## config.mk

```make
export PLATFORM = sky130hd
export DESIGN_NAME = bounded_array_set_top
export DESIGN_NICKNAME = d
export VERILOG_FILES = /design/src/rtl/bas_pkg.sv /design/src/rtl/bas_cell.sv /design/src/rtl/bounded_array_set_top.sv
export VERILOG_INCLUDE_DIRS = /design/src /design/src/rtl
export SDC_FILE = /design/constraint.sdc
export NUM_CORES = 1
export LEC_CHECK = 0
export BUFFER_PORTS_ARGS = -buffer_cell sky130_fd_sc_hd__clkbuf_2
export CAP_MARGIN = 10
export CORE_MARGIN = 2
export CORE_UTILIZATION = 40
export CTS_CLUSTER_DIAMETER = 150
export DETAILED_ROUTE_END_ITERATION = 8
export PLACE_DENSITY = 0.6
export SYNTH_ARGS = -nofsm -noshare
export SYNTH_HDL_FRONTEND = slang
export SYNTH_SLANG_ARGS = --single-unit
```

## constraint.sdc

```tcl
create_clock -name aclk -period 4.84 [get_ports aclk]
set_clock_uncertainty 0.15 [all_clocks]
set_input_delay 0.484 -clock aclk [delete_from_list [all_inputs] [get_ports aclk]]
set_output_delay 0.484 -clock aclk [all_outputs]
set_load 0.02 [all_outputs]
```

## src/rtl/bounded_array_set_top_assert.svh

```systemverilog
// ----------------------------------------------------------------------------
// Bounded array set assertion macros
// Concurrent checks on the aclk domain, disabled while aresetn is low.
// ----------------------------------------------------------------------------
`ifndef BOUNDED_ARRAY_SET_TOP_ASSERT_SVH
`define BOUNDED_ARRAY_SET_TOP_ASSERT_SVH

// A condition that must hold at every clock edge out of reset.
`define BAS_ASSERT_ALWAYS(lbl, cond) \
    lbl: assert property (@(posedge aclk) disable iff (!aresetn) (cond)) \
        else $error("bounded_array_set: invariant violated");

// A consequence that must hold in the same cycle as its trigger.
`define BAS_ASSERT_IMPLIES(lbl, ante, cons) \
    lbl: assert property (@(posedge aclk) disable iff (!aresetn) (ante) |-> (cons)) \
        else $error("bounded_array_set: same-cycle implication violated");

// A consequence that must hold in the cycle after its trigger.
`define BAS_ASSERT_NEXT(lbl, ante, cons) \
    lbl: assert property (@(posedge aclk) disable iff (!aresetn) (ante) |=> (cons)) \
        else $error("bounded_array_set: next-cycle implication violated");

`endif

```

## src/rtl/bas_pkg.sv

```systemverilog
// ----------------------------------------------------------------------------
// Bounded array set package
// Request and response types, operation codes, cell commands and FSM states.
// ----------------------------------------------------------------------------
`default_nettype none

package bas_pkg;

    // Fixed field widths of the request and response channels.
    localparam int VALUE_W = 32;
    localparam int SIZE_W  = 5;

    typedef enum logic [1:0] {
        KIND_ADD      = 2'd0,
        KIND_REMOVE   = 2'd1,
        KIND_CONTAINS = 2'd2,
        KIND_CLEAR    = 2'd3
    } kind_t;

    typedef struct packed {
        kind_t               kind;
        logic [VALUE_W-1:0]  value;
    } bas_req_t;

    typedef struct packed {
        logic                ok;
        logic [SIZE_W-1:0]   size_after;
    } bas_resp_t;

    // Command broadcast from the controller to every cell.
    typedef struct packed {
        logic lookup;   // capture the compare result for the current request
        logic shift;    // cells at or above the hit slot take their upper neighbour
        logic append;   // the cell at the live count stores the request value
    } bas_cmd_t;

    typedef enum logic [2:0] {
        ST_IDLE = 3'b001,
        ST_LOOK = 3'b010,
        ST_UPD  = 3'b100
    } state_t;

endpackage

`default_nettype wire

```

## src/rtl/bas_cell.sv

```systemverilog
// ----------------------------------------------------------------------------
// Bounded array set storage cell
// Holds one entry, compares it against the broadcast value and, on removal,
// takes the entry of its upper neighbour so that the live entries stay packed.
// ----------------------------------------------------------------------------
`default_nettype none

module bas_cell
    import bas_pkg::*;
#(
    parameter int VB    = 32,
    parameter int IDX_W = 4,
    parameter int CNT_W = 5,
    parameter int INDEX = 0
) (
    input  wire logic              aclk,
    input  wire bas_cmd_t          cmd_i,
    input  wire logic [VB-1:0]     value_i,
    input  wire logic [CNT_W-1:0]  count_i,
    input  wire logic [IDX_W-1:0]  slot_i,
    input  wire logic [VB-1:0]     neighbour_i,
    output logic      [VB-1:0]     entry_o,
    output logic                   hit_o
);

    logic [VB-1:0] entry_reg;
    logic          hit_reg;
    logic          live;

    // The cell holds a live entry only while its index is below the count.
    assign live = CNT_W'(INDEX) < count_i;

    // Compare result, captured in the lookup cycle.
    always_ff @(posedge aclk) begin
        if (cmd_i.lookup) begin
            hit_reg <= live && (entry_reg == value_i);
        end
    end

    // Entry update: compaction after a removal, or a new entry at the tail.
    always_ff @(posedge aclk) begin
        if (cmd_i.shift && (IDX_W'(INDEX) >= slot_i)) begin
            entry_reg <= neighbour_i;
        end else if (cmd_i.append && (CNT_W'(INDEX) == count_i)) begin
            entry_reg <= value_i;
        end
    end

    assign entry_o = entry_reg;
    assign hit_o   = hit_reg;

endmodule

`default_nettype wire

```

## src/rtl/bounded_array_set_top.sv

```systemverilog
// ----------------------------------------------------------------------------
// Bounded array set, top level
// Flow: an accepted request goes to the lookup state, then the update state.
// A new request is accepted as the previous one completes its update.
// Every cell compares in parallel; the update writes the response register.
// A response waiting on m_ready stalls the next update and with it new acceptance.
// Reset: synchronous, active low; clears the live count and the handshake.
// ----------------------------------------------------------------------------
`default_nettype none

`include "bounded_array_set_top_assert.svh"

module bounded_array_set_top
    import bas_pkg::*;
#(
    parameter int CAPACITY   = 16,
    parameter int VALUE_BITS = 32
) (
    input  wire logic      aclk,
    input  wire logic      aresetn,
    input  wire logic      s_valid,
    output logic           s_ready,
    input  wire bas_req_t  s_req,
    output logic           m_valid,
    input  wire logic      m_ready,
    output bas_resp_t      m_resp
);

    localparam int IDX_W = (CAPACITY > 1) ? $clog2(CAPACITY) : 1;
    localparam int CNT_W = $clog2(CAPACITY + 1);

    state_t               state_reg, state_next;
    logic [CNT_W-1:0]     count_reg, count_next;
    kind_t                kind_reg;
    logic [VALUE_BITS-1:0] value_reg;
    logic                 m_valid_reg, m_valid_next;
    bas_resp_t            resp_reg;

    bas_cmd_t             cmd;
    logic [VALUE_BITS-1:0] entries [CAPACITY];
    logic [CAPACITY-1:0]  hit_vec;
    logic [IDX_W-1:0]     slot;
    logic                 any_hit;
    logic                 full;
    logic                 upd_go;
    logic                 s_fire;
    logic                 ok;

    // The update cycle completes once the response register is free.
    assign upd_go  = (state_reg == ST_UPD) && (!m_valid_reg || m_ready);
    assign s_ready = (state_reg == ST_IDLE) || upd_go;
    assign s_fire  = s_valid && s_ready;
    assign full    = count_reg == CNT_W'(CAPACITY);

    // Locate the hit. Values are distinct, so at most one cell reports a hit.
    always_comb begin
        slot    = '0;
        any_hit = 1'b0;
        for (int i = 0; i < CAPACITY; i++) begin
            if (hit_vec[i]) begin
                slot    = slot | IDX_W'(i);
                any_hit = 1'b1;
            end
        end
    end

    // Operation decision and cell commands for the lookup and update cycles.
    always_comb begin
        cmd        = '0;
        cmd.lookup = state_reg == ST_LOOK;
        count_next = count_reg;
        ok         = 1'b0;
        unique case (kind_reg)
            KIND_ADD: begin
                ok = !full && !any_hit;
                if (upd_go && ok) begin
                    cmd.append = 1'b1;
                    count_next = count_reg + CNT_W'(1);
                end
            end
            KIND_REMOVE: begin
                ok = any_hit;
                if (upd_go && ok) begin
                    cmd.shift  = 1'b1;
                    count_next = count_reg - CNT_W'(1);
                end
            end
            KIND_CONTAINS: begin
                ok = any_hit;
            end
            KIND_CLEAR: begin
                ok = 1'b1;
                if (upd_go) begin
                    count_next = '0;
                end
            end
            default: begin
                ok = 1'b0;
            end
        endcase
    end

    // Sequencer: idle, lookup, update.
    always_comb begin
        state_next = state_reg;
        unique case (state_reg)
            ST_IDLE: begin
                if (s_fire) begin
                    state_next = ST_LOOK;
                end
            end
            ST_LOOK: begin
                state_next = ST_UPD;
            end
            ST_UPD: begin
                if (s_fire) begin
                    state_next = ST_LOOK;
                end else if (upd_go) begin
                    state_next = ST_IDLE;
                end
            end
            default: begin
                state_next = ST_IDLE;
            end
        endcase
    end

    always_comb begin
        m_valid_next = m_valid_reg;
        if (upd_go) begin
            m_valid_next = 1'b1;
        end else if (m_ready) begin
            m_valid_next = 1'b0;
        end
    end

    // Control registers.
    always_ff @(posedge aclk) begin
        if (!aresetn) begin
            state_reg   <= ST_IDLE;
            count_reg   <= '0;
            m_valid_reg <= 1'b0;
        end else begin
            state_reg   <= state_next;
            count_reg   <= count_next;
            m_valid_reg <= m_valid_next;
        end
    end

    // Request and response payload registers.
    always_ff @(posedge aclk) begin
        if (s_fire) begin
            kind_reg  <= s_req.kind;
            value_reg <= VALUE_BITS'(s_req.value);
        end
        if (upd_go) begin
            resp_reg.ok         <= ok;
            resp_reg.size_after <= SIZE_W'(count_next);
        end
    end

    // Row of storage cells; each above the first passes its entry down to the cell below.
    for (genvar g = 0; g < CAPACITY; g++) begin : g_cell
        logic [VALUE_BITS-1:0] neighbour;

        if (g == CAPACITY - 1) begin : g_last
            assign neighbour = entries[g];
        end else begin : g_inner
            assign neighbour = entries[g+1];
        end

        bas_cell #(
            .VB    (VALUE_BITS),
            .IDX_W (IDX_W),
            .CNT_W (CNT_W),
            .INDEX (g)
        ) u_cell (
            .aclk        (aclk),
            .cmd_i       (cmd),
            .value_i     (value_reg),
            .count_i     (count_reg),
            .slot_i      (slot),
            .neighbour_i (neighbour),
            .entry_o     (entries[g]),
            .hit_o       (hit_vec[g])
        );
    end

    assign m_valid = m_valid_reg;
    assign m_resp  = resp_reg;

    // Assertions.
    `BAS_ASSERT_ALWAYS(a_count_bound, count_reg <= CNT_W'(CAPACITY))
    `BAS_ASSERT_IMPLIES(a_single_hit, state_reg == ST_UPD, $onehot0(hit_vec))
    `BAS_ASSERT_NEXT(a_accept_lookup, s_valid && s_ready, state_reg == ST_LOOK)
    `BAS_ASSERT_NEXT(a_update_resp, upd_go, m_valid_reg)

endmodule

`default_nettype wire

```

After elaboration in Yosys (flattened, before gate mapping)
Index checks and enable logic that the tools add are counted.
- logic and storage cells: 269
- output and inout bits: 8
- register bits after elaboration: 577
- input port bits: 38
- add/sub/neg operators: 2
- equality and inequality tests: 40
- bitwise operators: 1
- order comparisons: 32
- mux-type cells: 76
- reduce and logical (&&, ||, !) cells: 79
- operator list (operator ; count):
    32-bit two-way mux ; 30
    32-bit equality test ; 16
    1-bit logical AND ; 53
    4-bit by 5-bit equality test with 1-bit output, first input constant ; 8
    4-bit by 5-bit less-than comparator with 1-bit output, first input constant ; 8
    4-bit >= comparator, first input constant ; 8
    4-bit two-way mux ; 8
    2-bit nonzero test ; 16
    1-bit two-way mux ; 23
    3-bit two-way mux ; 7
    3-bit by 5-bit equality test with 1-bit output, first input constant ; 4
    3-bit by 5-bit less-than comparator with 1-bit output, first input constant ; 4
    3-bit by 4-bit >= comparator with 1-bit output, first input constant ; 4
    5-bit two-way mux ; 3
    5-bit case mux with 3 select lines ; 1
    2-bit by 5-bit equality test with 1-bit output, first input constant ; 2
    1-bit by 5-bit less-than comparator with 1-bit output, first input constant ; 2
    2-bit by 5-bit less-than comparator with 1-bit output, first input constant ; 2
    3-bit case mux with 3 select lines ; 1
    1-bit by 4-bit >= comparator with 1-bit output, first input constant ; 2
    2-bit by 4-bit >= comparator with 1-bit output, first input constant ; 2
    5-bit by 1-bit adder with 5-bit output, second input constant ; 1
    1-bit by 5-bit equality test with 1-bit output, first input constant ; 1
    5-bit equality test, second input constant ; 1
    other kinds (17) ; 23

Logic depth before layout (Yosys ltp)
Gate-level depths: netlist of run 1.
- word-level depth: 24
- mapped depth: 10
- gate-level depth less buffers: 7

Modules after synthesis
Synthesis of run 1 repeated with hierarchy kept, for this count alone.
- cell total of the unflattened synthesis: 2034
- area, all modules: 30863.4 µm²
- modules (own cells, without submodules) (module ; times used ; cells an instance ; area an instance (µm²)):
    bounded_array_set_top ; 1 ; 166 ; 2172.1
    bas_cell at g_cell[12].u_cell ; 1 ; 119 ; 1888.1
    bas_cell at g_cell[8].u_cell ; 1 ; 118 ; 1884.3
    bas_cell at g_cell[0].u_cell ; 1 ; 117 ; 1879.3
    bas_cell at g_cell[3].u_cell ; 1 ; 115 ; 1794.2
    bas_cell at g_cell[2].u_cell ; 1 ; 116 ; 1789.2
    bas_cell at g_cell[10].u_cell ; 1 ; 119 ; 1788.0
    bas_cell at g_cell[5].u_cell ; 1 ; 118 ; 1785.5
    bas_cell at g_cell[11].u_cell ; 1 ; 116 ; 1783.0
    bas_cell at g_cell[9].u_cell ; 1 ; 117 ; 1783.0
    bas_cell at g_cell[1].u_cell ; 1 ; 115 ; 1774.2
    bas_cell at g_cell[14].u_cell ; 1 ; 118 ; 1765.4
    bas_cell at g_cell[6].u_cell ; 1 ; 116 ; 1764.2
    bas_cell at g_cell[4].u_cell ; 1 ; 117 ; 1762.9
    +3 rows ; - ; - ; -

Least setup slack after synthesis of run 1
OpenSTA, ideal clock, no wires.
- path type: register to register
- from: register g_cell[3].u_cell.hit_reg
- to: register g_cell[10].u_cell.entry_reg[0] (enable)
- arrival: 4.239 ns
- setup time: 0.466 ns
- slack: -0.014 ns
- cell stages (with the launch flop): 7
- path buffers: 1
- clock period less this slack: 4.854 ns
- path through: edfxtp_1 > or4_4 > nor4_1 > clkbuf_1 > nand4_1 > nand2b_1 > o21ai_0
- cells in the longest elaborated chain, start to end: 20
- elaborated cells on any way between the ends: 38
- classes of those cells: order compare (1); mux (30); reduce/logical (7)
- RTL lines (element ; RTL line ; text):
    start: declaration ; bas_cell.sv:27 ; logic hit_reg;
    start signal: assignment ; bas_cell.sv:36 ; hit_reg <= live && (entry_reg == value_i);
    1-bit two-way mux (13 in series) ; bounded_array_set_top.sv:60 ; if (hit_vec[i]) begin
    1-bit zero test ; bounded_array_set_top.sv:75 ; ok = !full && !any_hit;
    1-bit logical AND ; bounded_array_set_top.sv:75 ;
    1-bit logical AND ; bounded_array_set_top.sv:76 ; if (upd_go && ok) begin
    1-bit two-way mux ; bounded_array_set_top.sv:76 ;
    1-bit two-way mux ; bounded_array_set_top.sv:73 ; unique case (kind_reg)
    1-bit logical AND ; bas_cell.sv:44 ; end else if (cmd_i.append && (CNT_W'(INDEX) == count_i)) begin
    2-bit nonzero test (no line) * ; - ;
    end signal: assignment ; bas_cell.sv:43 ; entry_reg <= neighbour_i;
    end signal: assignment ; bas_cell.sv:45 ; entry_reg <= value_i;
    end: declaration ; bas_cell.sv:26 ; logic [VB-1:0] entry_reg;
Every way passes the cells marked *; elsewhere a longest branch is shown, timed or not.
A chain may end at the register's enable or synchronous reset.

Worst setup path in the final report of run 1
- from: register kind_reg[1]
- to: register g_cell[2].u_cell.entry_reg[14], data pin
- cells in the longest elaborated chain, start to end: 4
- RTL lines (element ; RTL line ; text):
    start: declaration ; bounded_array_set_top.sv:34 ; kind_t kind_reg;
    start signal: assignment ; bounded_array_set_top.sv:153 ; kind_reg <= s_req.kind;
    2-bit by 1-bit equality test with 1-bit output ; bounded_array_set_top.sv:73 ;
    1-bit two-way mux ; bounded_array_set_top.sv:73 ;
    1-bit logical AND ; bas_cell.sv:42 ; if (cmd_i.shift && (IDX_W'(INDEX) >= slot_i)) begin
    32-bit two-way mux ; bas_cell.sv:42 ;
    end signal: assignment ; bas_cell.sv:43 ;
    end signal: assignment ; bas_cell.sv:45 ;
    end: declaration ; bas_cell.sv:26 ;
Every way passes these cells.

==> results of run 1 <==
timing repair:
action | 4_1_cts | 5_1_grt
endpoints found under the hold margin | 35 | 0
hold buffers | 35 | 0
setup buffers | 0 | 0
area by class of cell:
class	instances	area, um2
fillers	6721	41400
repair buffers	184	1400
clock inverters	27	303
clock buffers	83	1740
inverters	15	56.3
flip-flops and latches	577	17200
multi-input cells	1480	12800
well taps	1030	1290
diodes	1	2.50
cell usage in the layout, fill, tap and decap left out, types with 8 or more instances in the layout:
| master | n |
|---|---|
| mux2_4 | 117 |
| edfxtp_1 | 568 |
| o21ai_0 | 17 |
| buf_4 | 101 |
| nor3_1 | 20 |
| ha_1 | 9 |
| nor4_1 | 105 |
| mux2_2 | 289 |
| mux2_1 | 8 |
| dlygate4sd3_1 | 35 |
| xor2_1 | 395 |
| xnor2_1 | 115 |
| clkinv_2 | 8 |
| nor2_1 | 14 |
| nand3_1 | 31 |
| inv_1 | 15 |
| nand4_1 | 48 |
| clkbuf_2 | 45 |
| dfxtp_1 | 9 |
| a21oi_1 | 14 |
| clkbuf_16 | 67 |
| nand2_1 | 201 |
| clkbuf_1 | 16 |
power by group:
part / switching [mW] / internal [mW] / total, mW
sequential: 0.0660 / 5.53 / 5.60
clock: 2.06 / 2.82 / 4.88
combinational: 0.497 / 0.419 / 0.916
total: 2.62 / 8.76 / 11.4
layer usage:
metal	part of all wire [%]	routed length [um]	vias up	GRT usage [%]
li1	-	-	8344	-
met1	45	38100	9220	29.5
met2	47	39400	535	34.4
met3	5.1	4280	124	2.78
met4	2.4	2000	2	6.10
met5	0.016	13	-	0
path summary, 6_finish.rpt:
kind | slack (ns) | cells past startpoint | start | endpoint
setup reg to reg | 1.20 | 8 | kind_reg[1]$_DFFE_PP_ | g_cell[2].u_cell.entry_o[14]$_DFFE_PP_
hold reg to reg | 0.42 | 2 | g_cell[8].u_cell.entry_o[1]$_DFFE_PP_ | g_cell[7].u_cell.entry_o[1]$_DFFE_PP_
setup / recovery | 1.20 | 8 | kind_reg[1]$_DFFE_PP_ | g_cell[2].u_cell.entry_o[14]$_DFFE_PP_
hold / removal | 0.06 | 4 | m_ready | state_reg[2]$_SDFFE_PN0P_
metrics by stage:
stage / area [um2] / utilization, % / setup WS [ns] / instances
after global routing: 34800 / 45.7 / 0.998 / 3396
final: 34800 / 45.7 / 1.20 / 3397
after global placement: 32400 / 42.5 / 1.11 / 3250
after CTS: 34800 / 45.6 / 1.02 / 3395
after floorplan: 30900 / - / 0.783 / 2267
after detailed placement: 32400 / 42.5 / 1.08 / 3250
cells in the mapped netlist (17+ instances only):
| cell type | n |
|---|---|
| edfxtp_1 | 568 |
| xor2_1 | 395 |
| mux2_2 | 289 |
| nand2_1 | 201 |
| clkbuf_1 | 119 |
| mux2_4 | 117 |
| xnor2_1 | 115 |
| nor4_1 | 106 |
| nand4_1 | 48 |
| buf_1 | 31 |
| nand3_1 | 31 |
| buf_2 | 24 |
| nor3_1 | 21 |
| o21ai_0 | 18 |
| nor2_1 | 17 |
cell families after synthesis:
logic type | after synthesis | share of synthesized area, %
buf+inv | 210 | 3.12
flops | 577 | 55.8
mux | 416 | 16.6
simple gates | 462 | 7.63
compound gates | 83 | 2.03
xor+xnor | 510 | 14.5
fa+ha+maj | 9 | 0.365
worst max-delay path, cell delays in order, from the launching register on:
cell and delay, ns:
edfxtp_1 0.42, inv_1 0.10, ha_1 0.38, nand3_1 0.12
buf_4 0.19, or4_1 0.47, buf_4 0.25, nand2b_2 0.75
mux2_4 0.53
==> summary.md, run 1 <==
The flow ran to the end, and the final reports show no timing, DRC or antenna violations. The largest driver fanout on the critical path is 32, and the sequential fraction of the synthesis area is 55.8%. Measured along the y axis, the die boundary spans 282 um.

For the number of violations reported at the end of detailed-routing iteration 0, the log shows 1557. The critical path is of the reg -> reg type. In the final design database the tool counted 2371 nets. Worst hold slack after final layout: 0.0615 ns. The distinct cell type count after synthesis was 68; the post-detailed-route DRC marker count was 0. IR analysis of the VDD net gives a maximum drop of 0.258 mV. The worst setup path is captured at a register. After global routing the overflow that remains totals 0. The number of hold-slack violations in the final timing report is 0, and the timing-limited maximum frequency is 275 MHz.

CTS built an H-tree with a depth of 3. For the via total after detailed routing, the log shows 18.2k. The run gives 5.03 ns as the required time at the endpoint of the critical path.

The flip-flop and latch count after synthesis works out to 577. STA classifies the critical path startpoint as a register. The die is 282 um wide. Type of the worst min-delay path: in -> reg. In the finished design, the share of the clock period the worst path needs comes to 75.3%. The number of synthesized flops with an enable pin was 568; the final critical-path required period was 3.64 ns.

Clock-pin slew was measured on the worst setup and hold paths at 0.06 ns. The fraction of post-synthesis cell area in the top cell type by area works out to 55.2%. The floorplan step defined a core boundary enclosing 0.0762 mm2.

Data arrives at the worst endpoint at 3.83 ns. The detailed-route vias per instance was 5.37. The root buffer cell chosen for the clock tree is clkbuf_16. The first global-routing pass estimated 124000 um of wire. The cell row count was 101.

For the number of gates resized after CTS, the log shows 0. The tree built by TritonCTS fans out to 577 sinks. The via count of the first global-routing pass is 18.7k. The proportion of register bits with asynchronous set or reset after synthesis works out to 0%. The count of boundary I/O pins was 46; the cell area power density was 327 mW/mm2. The run gives 40.5% as the initial core utilization.

After synthesis, the mean cell area works out to 13.6 um2. After technology mapping, the gate count stands at 2267. In the post-synthesis netlist, the biggest area contributors are edfxtp_1 (55%), xor2_1 (11%), mux2_2 (11%). Summed over all failing endpoints, the final setup total negative slack is 0 ns. The net count after synthesis was 2314; the number of antenna violations at the first check in global routing was 4. The first detailed-routing pass took 5 iterations. In the final routed layout, each cell accounts on average for 24.6 um. Across every metal layer, demand over resource in global routing totals 21.2%. Entering global routing, the biggest net connects 38 pins.

Yosys printed 0 warnings. The worst pin sits at a relative slew slack of 23.2%. The tool flagged a number of max-cap violations equal to 0.

Among all flip-flop cells after synthesis, the most frequent one is edfxtp_1. The logs give 0.61 ns for the later-pin clock latency in the skew report and 60600 um for the sum of net half-perimeters after detailed placement. The area added between synthesis and finish is 12.7%, and the final weighted congestion in routability-driven placement is 0.876. In this run the deepest clock path goes through 3 buffers.

In this run the static leakage power is 12.1 nW. The floorplan step defined a die boundary enclosing 0.0795 mm2. The count of input and output buffers came out at 45. Setup repair after global routing left no endpoint under its margin.

TritonCTS built the clock tree. Total power for the finished layout comes to 11.4 mW. The share of layout cells above drive strength 1 is 28.5%.

Counting the buffers created by CTS gives 66. The routed design has 83700 um of wire. The largest area contributor in the netlist was edfxtp_1.

The run gives 0 as the remaining antenna violation count. The mapped netlist covers 0.0309 mm2. For the pin with the worst max-slew slack, the measured transition is 1.15 ns. The final-report max-slew violation count was 0; the flip-flop count of the largest register after layout was 512.

Setup violations remaining at the end of the flow were counted as 0.
Power figures use the tool's default switching activity.
==> run 2, diff against run 1 <==
--- a/config.mk
+++ b/config.mk
@@ -12,7 +12,7 @@
 export CORE_UTILIZATION = 40
 export CTS_CLUSTER_DIAMETER = 150
 export DETAILED_ROUTE_END_ITERATION = 8
-export PLACE_DENSITY = 0.6
+export PLACE_DENSITY = 0.58
 export SYNTH_ARGS = -nofsm -noshare
 export SYNTH_HDL_FRONTEND = slang
 export SYNTH_SLANG_ARGS = --single-unit
==> constraint.sdc (replaced) <==
create_clock -name aclk -period 3.65 [get_ports aclk]
set_clock_uncertainty 0.15 [all_clocks]
set_input_delay 0.365 -clock aclk [delete_from_list [all_inputs] [get_ports aclk]]
set_output_delay 0.365 -clock aclk [all_outputs]
set_load 0.02 [all_outputs]
==> summary.md, run 2 (synthesized netlist as in run 1, its figures left out) <==
The flow ran to the end, and the final reports show no timing, DRC or antenna violations. TritonCTS built the clock tree. The most frequent standard cell in the layout excluding fill and tap cells was edfxtp_1. For this run, the top clock speed supported by timing is 308 MHz. After clock tree synthesis, the clock-pin slew on the worst setup and hold paths is 0.06 ns.

The worst hold path passes through 2 cells. In the final timing run, aggregate negative setup slack is 0 ns. Critical path class: reg -> reg. For the buffer depth of the longest clock path, the log shows 3.

The later-pin clock latency in the skew report came out at 0.62 ns. The detailed-route vias per instance was 5.37. The worst path uses 88.8% of the clock period. Across every metal layer, demand over resource in global routing totals 22.1%. The logs give 3 for the deepest level of the CTS H-tree and 62600 um for the sum of net half-perimeters after detailed placement.

Setup repair after global routing left no endpoint under its margin. In this run the worst hold path is classified as in -> reg. For this block, the initial DRC count from the detailed router was 1675.

Final weighted congestion in routability-driven placement: 0.918. The critical path launch point type is a register. The analysis attributes to cell leakage a power of 12.3 nW.

Measured along the y axis, the die boundary spans 282 um. The run gives 29.0% as the max-slew headroom at the worst pin. The routed layout has 18.5k vias. For this configuration, the core starts out at a cell density of 40.5%. CTS saw 577 sinks.

After layout, the minimum clock period comes to 3.24 ns. The tools report the final-report max-slew violation count as 0. The first-pass iteration count of the detailed router was 7; the worst setup margin was 0.407 ns. The final standard cell area without fillers was 0.0352 mm2; the peak supply drop was 0.305 mV. The remaining antenna violation count is 0.

The maximum number of pins on one net before global-route repair is 36. In the layout the commonest cells are edfxtp_1 (568), xor2_1 (395), mux2_2 (289). Clock tree synthesis selected as its root buffer the cell clkbuf_16. In this run the tool buffered the top-level ports with 45 buffer cells. The capturing element type of the critical path was a register.

0 antenna diodes ended up in the layout. For the cell area after placement, the log shows 0.0328 mm2. The via count of the first global-routing pass was 19.2k; the worst-case setup slack after placement was 0.448 ns. The largest driver fanout on the critical path was 18. In this run the count of I/O pins placed on the die edge is 46.

The run gives 101 as the cell row count. The number of failing setup endpoints in the final timing report is 0. Buffers added to address setup during post-CTS repair amount to 0.

In the routed design, unresolved DRC markers number 0. The tools report the number of buffers inserted during clock tree synthesis as 69. Fill cells in the final layout number 6750. First-pass GRT wire length: 129000 um. For the worst flop-to-flop path, the logic depth is 6. The share of layout cells above drive strength 1 was 29.2%; the number of nets in the layout was 2404. The die extent in x is 282 um. Dividing the detail-routed wire length by the instance count gives 25.4 um. For the number of antenna violations at the first check in global routing, the log shows 4. The core region is 0.0762 mm2. For the number of hold-slack violations in the final timing report, the log shows 0. Once layout is complete, the utilization of the core stands at 46.2%. The floorplan step defined a die boundary enclosing 0.0795 mm2. For this design the ratio of total power to cell area is 428 mW/mm2. For the worst setup path, the data required time is 3.85 ns. The routed design has 87300 um of wire.

The area added between synthesis and finish was 14.1%; the transition time at the pin with the least slew margin was 1.06 ns. The flip-flop count of the largest register after layout is 512. The total overflow left after global routing is 0. At the worst endpoint, the arrival time is 3.45 ns.

The tool flagged a number of max-cap violations equal to 0.
run 2: changes by cell type in the layout (fill, tap and decap cells not counted), moves of 2 or more:
cell,before,now
clkbuf_1,16,20
clkbuf_16,67,71
buf_12,2,20
buf_4,101,112
clkinv_1,7,12
dlygate4sd3_1,35,37
bufinv_16,5,1
run 2: repair_timing:
item	4_1_cts	5_1_grt
endpoints found under the setup margin	0	0
endpoints found under the hold margin	38	0
resized for setup	0	0
hold buffers	37	0
run 2: final timing paths:
check | start | end | slack [ns]
setup reg to reg | g_cell[3].u_cell.hit_o$_DFFE_PP_ | g_cell[12].u_cell.entry_o[1]$_DFFE_PP_ | 0.41
hold / removal | s_req[13] | value_reg[13]$_DFFE_PP_ | 0.31
hold reg to reg | value_reg[22]$_DFFE_PP_ | g_cell[15].u_cell.entry_o[22]$_DFFE_PP_ | 0.36
setup / recovery | g_cell[3].u_cell.hit_o$_DFFE_PP_ | g_cell[12].u_cell.entry_o[1]$_DFFE_PP_ | 0.41
run 2: stage by stage:
step	power [mW]	cells	hold WS [ns]
floorplan	8.33	2267	0.274
global placement	8.76	3279	0.354
detailed placement	8.78	3279	0.369
CTS	15.2	3434	0.273
global route	15.6	3434	0.305
finish	15.1	3434	0.312
run 2: layout make-up:
cell class                      instances  area [um2]  share of cell area, %
Tap cell                             1030        1290                   3.66
Timing Repair Buffer                  214        1840                   5.21
Multi-Input combinational cell       1480       12800                   36.3
Clock buffer                           92        1870                   5.30
Sequential cell                       577       17200                   48.9
Clock inverter                         26         174                  0.494
Inverter                               15        56.3                  0.160
run 2: worst max-delay path: stages (launching register included):
cell	delay [ns]
edfxtp_1	0.43
nor4_1	0.37
and3_1	0.27
nand2_1	0.23
a21oi_4	0.73
buf_4	0.43
mux2_2	0.38
run 2: layer usage:
layer	vias to the layer above	routed length, um	global-route usage, %
met4	4	1900	5.97
li1	8420	-	-
met1	9376	37100	29.0
met2	535	43400	38.2
met3	115	4790	3.06
met5	-	48	0
run 2: where the power goes:
group / leakage [nW] / internal [mW] / switching, mW
logic: 6.08 / 0.583 / 0.659
registers: 5.22 / 7.33 / 0.101
clock network: 0.997 / 3.66 / 2.76
total: 12.3 / 11.6 / 3.52
==> run 3, diff against run 2 <==
--- a/config.mk
+++ b/config.mk
@@ -9,10 +9,10 @@
 export BUFFER_PORTS_ARGS = -buffer_cell sky130_fd_sc_hd__clkbuf_2
 export CAP_MARGIN = 10
 export CORE_MARGIN = 2
-export CORE_UTILIZATION = 40
+export CORE_UTILIZATION = 64
 export CTS_CLUSTER_DIAMETER = 150
 export DETAILED_ROUTE_END_ITERATION = 8
-export PLACE_DENSITY = 0.58
+export PLACE_DENSITY = 0.84
 export SYNTH_ARGS = -nofsm -noshare
 export SYNTH_HDL_FRONTEND = slang
 export SYNTH_SLANG_ARGS = --single-unit
==> constraint.sdc (replaced) <==
create_clock -name aclk -period 3.4 [get_ports aclk]
set_clock_uncertainty 0.15 [all_clocks]
set_input_delay 0.34 -clock aclk [delete_from_list [all_inputs] [get_ports aclk]]
set_output_delay 0.34 -clock aclk [all_outputs]
set_load 0.02 [all_outputs]
==> summary.md, run 3 (synthesized netlist as in run 1, its figures left out) <==
The flow ran to the end, and the final reports show no timing, DRC or antenna violations. The filler cells instantiated in the layout total 2966. The critical path starts at g_cell[3].u_cell.hit_o$_DFFE_PP_. The logic depth of the worst register-to-register path is 6, and the final weighted congestion in routability-driven placement is 0.951.

The tools report the worst-case setup slack after placement as 0.184 ns. The worst setup path is launched from a register. The die extent in x was 224 um. The worst setup path is captured at a register.

Final-report max-slew violation count: 0. The max-slew headroom at the worst pin came out at 15.2%. The first detailed-routing pass took 7 iterations.

The deepest level of the CTS H-tree was 2. In this run the worst setup path terminates at g_cell[12].u_cell.entry_o[23]$_DFFE_PP_. The area growth from synthesis to layout is 12.8%. The critical path is of the reg -> reg type. The worst register-to-register path has a setup slack of 0.12 ns. At the worst endpoint, the required time is 3.62 ns. The highest layer touched by signal routing is met5. The type of the worst min-delay path was in -> reg. After clock tree synthesis, the clock-pin slew on the worst setup and hold paths is 0.06 ns. In this run the critical register-to-register path is captured at g_cell[12].u_cell.entry_o[23]$_DFFE_PP_. Once layout is done, the placed cells without fillers occupy 0.0349 mm2. Area taken by flip-flops and latches: 0.0172 mm2. The number of hold-slack violations in the final timing report is 0. The later-pin clock latency in the skew report was 0.64 ns; the cell area power density was 455 mW/mm2.

The largest single stage delay on the critical path is 0.95 ns. After detailed routing, the number of vias per cell comes to 6.51. After detailed routing, the number of remaining DRC violations is 0. Data arrives at the worst endpoint at 3.50 ns. In the final layout, the share of cells above drive strength 1 is 29.3%. Setup violations remaining at the end of the flow were counted as 0. The first global-routing pass estimated 127000 um of wire. For the buffer depth of the longest clock path, the log shows 3. Summing internal, switching and leakage power gives 15.9 mW. In the final routed layout, each cell accounts on average for 28.5 um.

Setup repair after global routing left no endpoint under its margin. For the peak supply drop, the log shows 0.410 mV. TritonCTS built the clock tree. Entering global routing, the biggest net connects 36 pins. For the static power due to leakage, the log shows 12.3 nW. Wire length on met3: 10000 um. Timing would allow up to 305 MHz. The area of the die came out at 0.0500 mm2.

The launch instance of the worst register-to-register path is g_cell[3].u_cell.hit_o$_DFFE_PP_. The register with the most flip-flops in the layout has 512 of them. Clock tree synthesis inserted a total of 58 buffers. During placement, the flow inserted port buffers numbering 45. In this run the most critical hold path is launched from s_req[6]. At the pin with the least slew margin, the transition time is 1.27 ns.

Walking the worst path, the cells encountered are nor4_1 -> and3_1 -> nand2_1 -> a21oi_4 -> buf_4 -> mux2_4. The portion of the clock cycle consumed by the worst path in the final layout was 96.3%. The tool flagged a number of max-cap violations equal to 0. In this run the worst path has a maximum fanout of 27. The initial core utilization was 64.8%; the number of antenna violations at the first check in global routing was 4. The tools report the via count of the first global-routing pass as 19.7k. The tree built by TritonCTS fans out to 577 sinks. The via total after detailed routing is 19.6k, and the final critical-path required period is 3.28 ns.

For this block, the initial DRC count from the detailed router was 2592. Standard cell with the maximum stage delay on the critical path: a21oi_4. Count of boundary I/O pins: 46. The total overflow left after global routing is 0. The y dimension of the die was 224 um; the cell area after placement was 0.0326 mm2. The core region is 0.0476 mm2. The worst path meets setup with 0.124 ns of slack. In the layout the commonest cells are edfxtp_1 (568), xor2_1 (395), mux2_2 (289). The detailed router put a total of 33500 um of wire on met1. For the total length of routed wires, the log shows 86000 um.

Leaving out fill and tap cells, the most frequent cell in the layout is edfxtp_1. Summing all multi-input logic gate instances after layout gives 0.0128 mm2. Detailed placement ended at an HPWL of 59400 um.

The logs give 0 ns for the setup TNS and 34.7% for the global-route usage over all layers. The net count of the finished layout is 2399. The detail route stage leaves a number of antenna-violating nets equal to 0. The buffer type at the clock tree root is clkbuf_16. The amount of wire on met2 after detailed routing was 38800 um; the cell row count was 80.
-- run 3: cell types whose count changed in the layout (fill, tap and decap cells not counted), sizes merged, moves of 2 or more --
cell | previous run | this run
buf | 132 | 137
clkbuf | 137 | 115
clkinvlp | 0 | 2
clkinv | 22 | 26
bufinv | 1 | 7
-- run 3: how the worst min path moves through the flow --
stage,endpoint,cells past startpoint
6_report,value_reg[6]$_DFFE_PP_,2
4_1_cts,value_reg[28]$_DFFE_PP_,2
3_5_place_dp,value_reg[1]$_DFFE_PP_,1
2_1_floorplan,state_reg[0]$_SDFFE_PN1P_,1
3_3_place_gp,value_reg[13]$_DFFE_PP_,1
5_1_grt,value_reg[19]$_DFFE_PP_,2
-- run 3: routing by layer --
layer  GRT usage [%]  vias up
met5               0        -
met3            7.91      230
met4            14.4        2
met2            53.1     1259
met1            48.3     9734
li1                -     8404
-- run 3: metrics by stage --
stage                     utilization [%]  hold slack, ns  std cells
after CTS                            73.1           0.243       3015
after floorplan                         -           0.266       2267
after global routing                 73.1           0.267       3015
after detailed placement             68.4           0.369       2869
final                                73.2           0.259       3016
after global placement               68.4           0.367       2869
-- run 3: critical path: cells and delay by family (launching register included) --
family,cells,cell delay (ns)
compound gates,1,0.95
buf+inv,1,0.35
flops,1,0.42
mux,1,0.32
simple gates,3,0.81
-- run 3: report_power, final --
group / total, mW / switching [mW] / internal, mW
Combinational: 1.36 / 0.738 / 0.623
Clock: 6.55 / 2.84 / 3.71
Sequential: 7.96 / 0.0925 / 7.87
Total: 15.9 / 3.67 / 12.2
-- run 3: area by class of cell --
class / count / share of cell area (%)
sequential: 577 / 49.5
multi-input combinational: 1480 / 36.7
timing repair buffer: 220 / 6.05
clock buffer: 70 / 4.35
tap: 615 / 2.21
clock inverter: 38 / 1.09
inverter: 15 / 0.162
antenna: 1 / 0.00718
-- run 3: what timing repair did --
item | CTS | global route
hold buffers | 38 | 0
setup buffers | 0 | 0
hold endpoints to repair | 38 | 0
resized for setup | 0 | 0
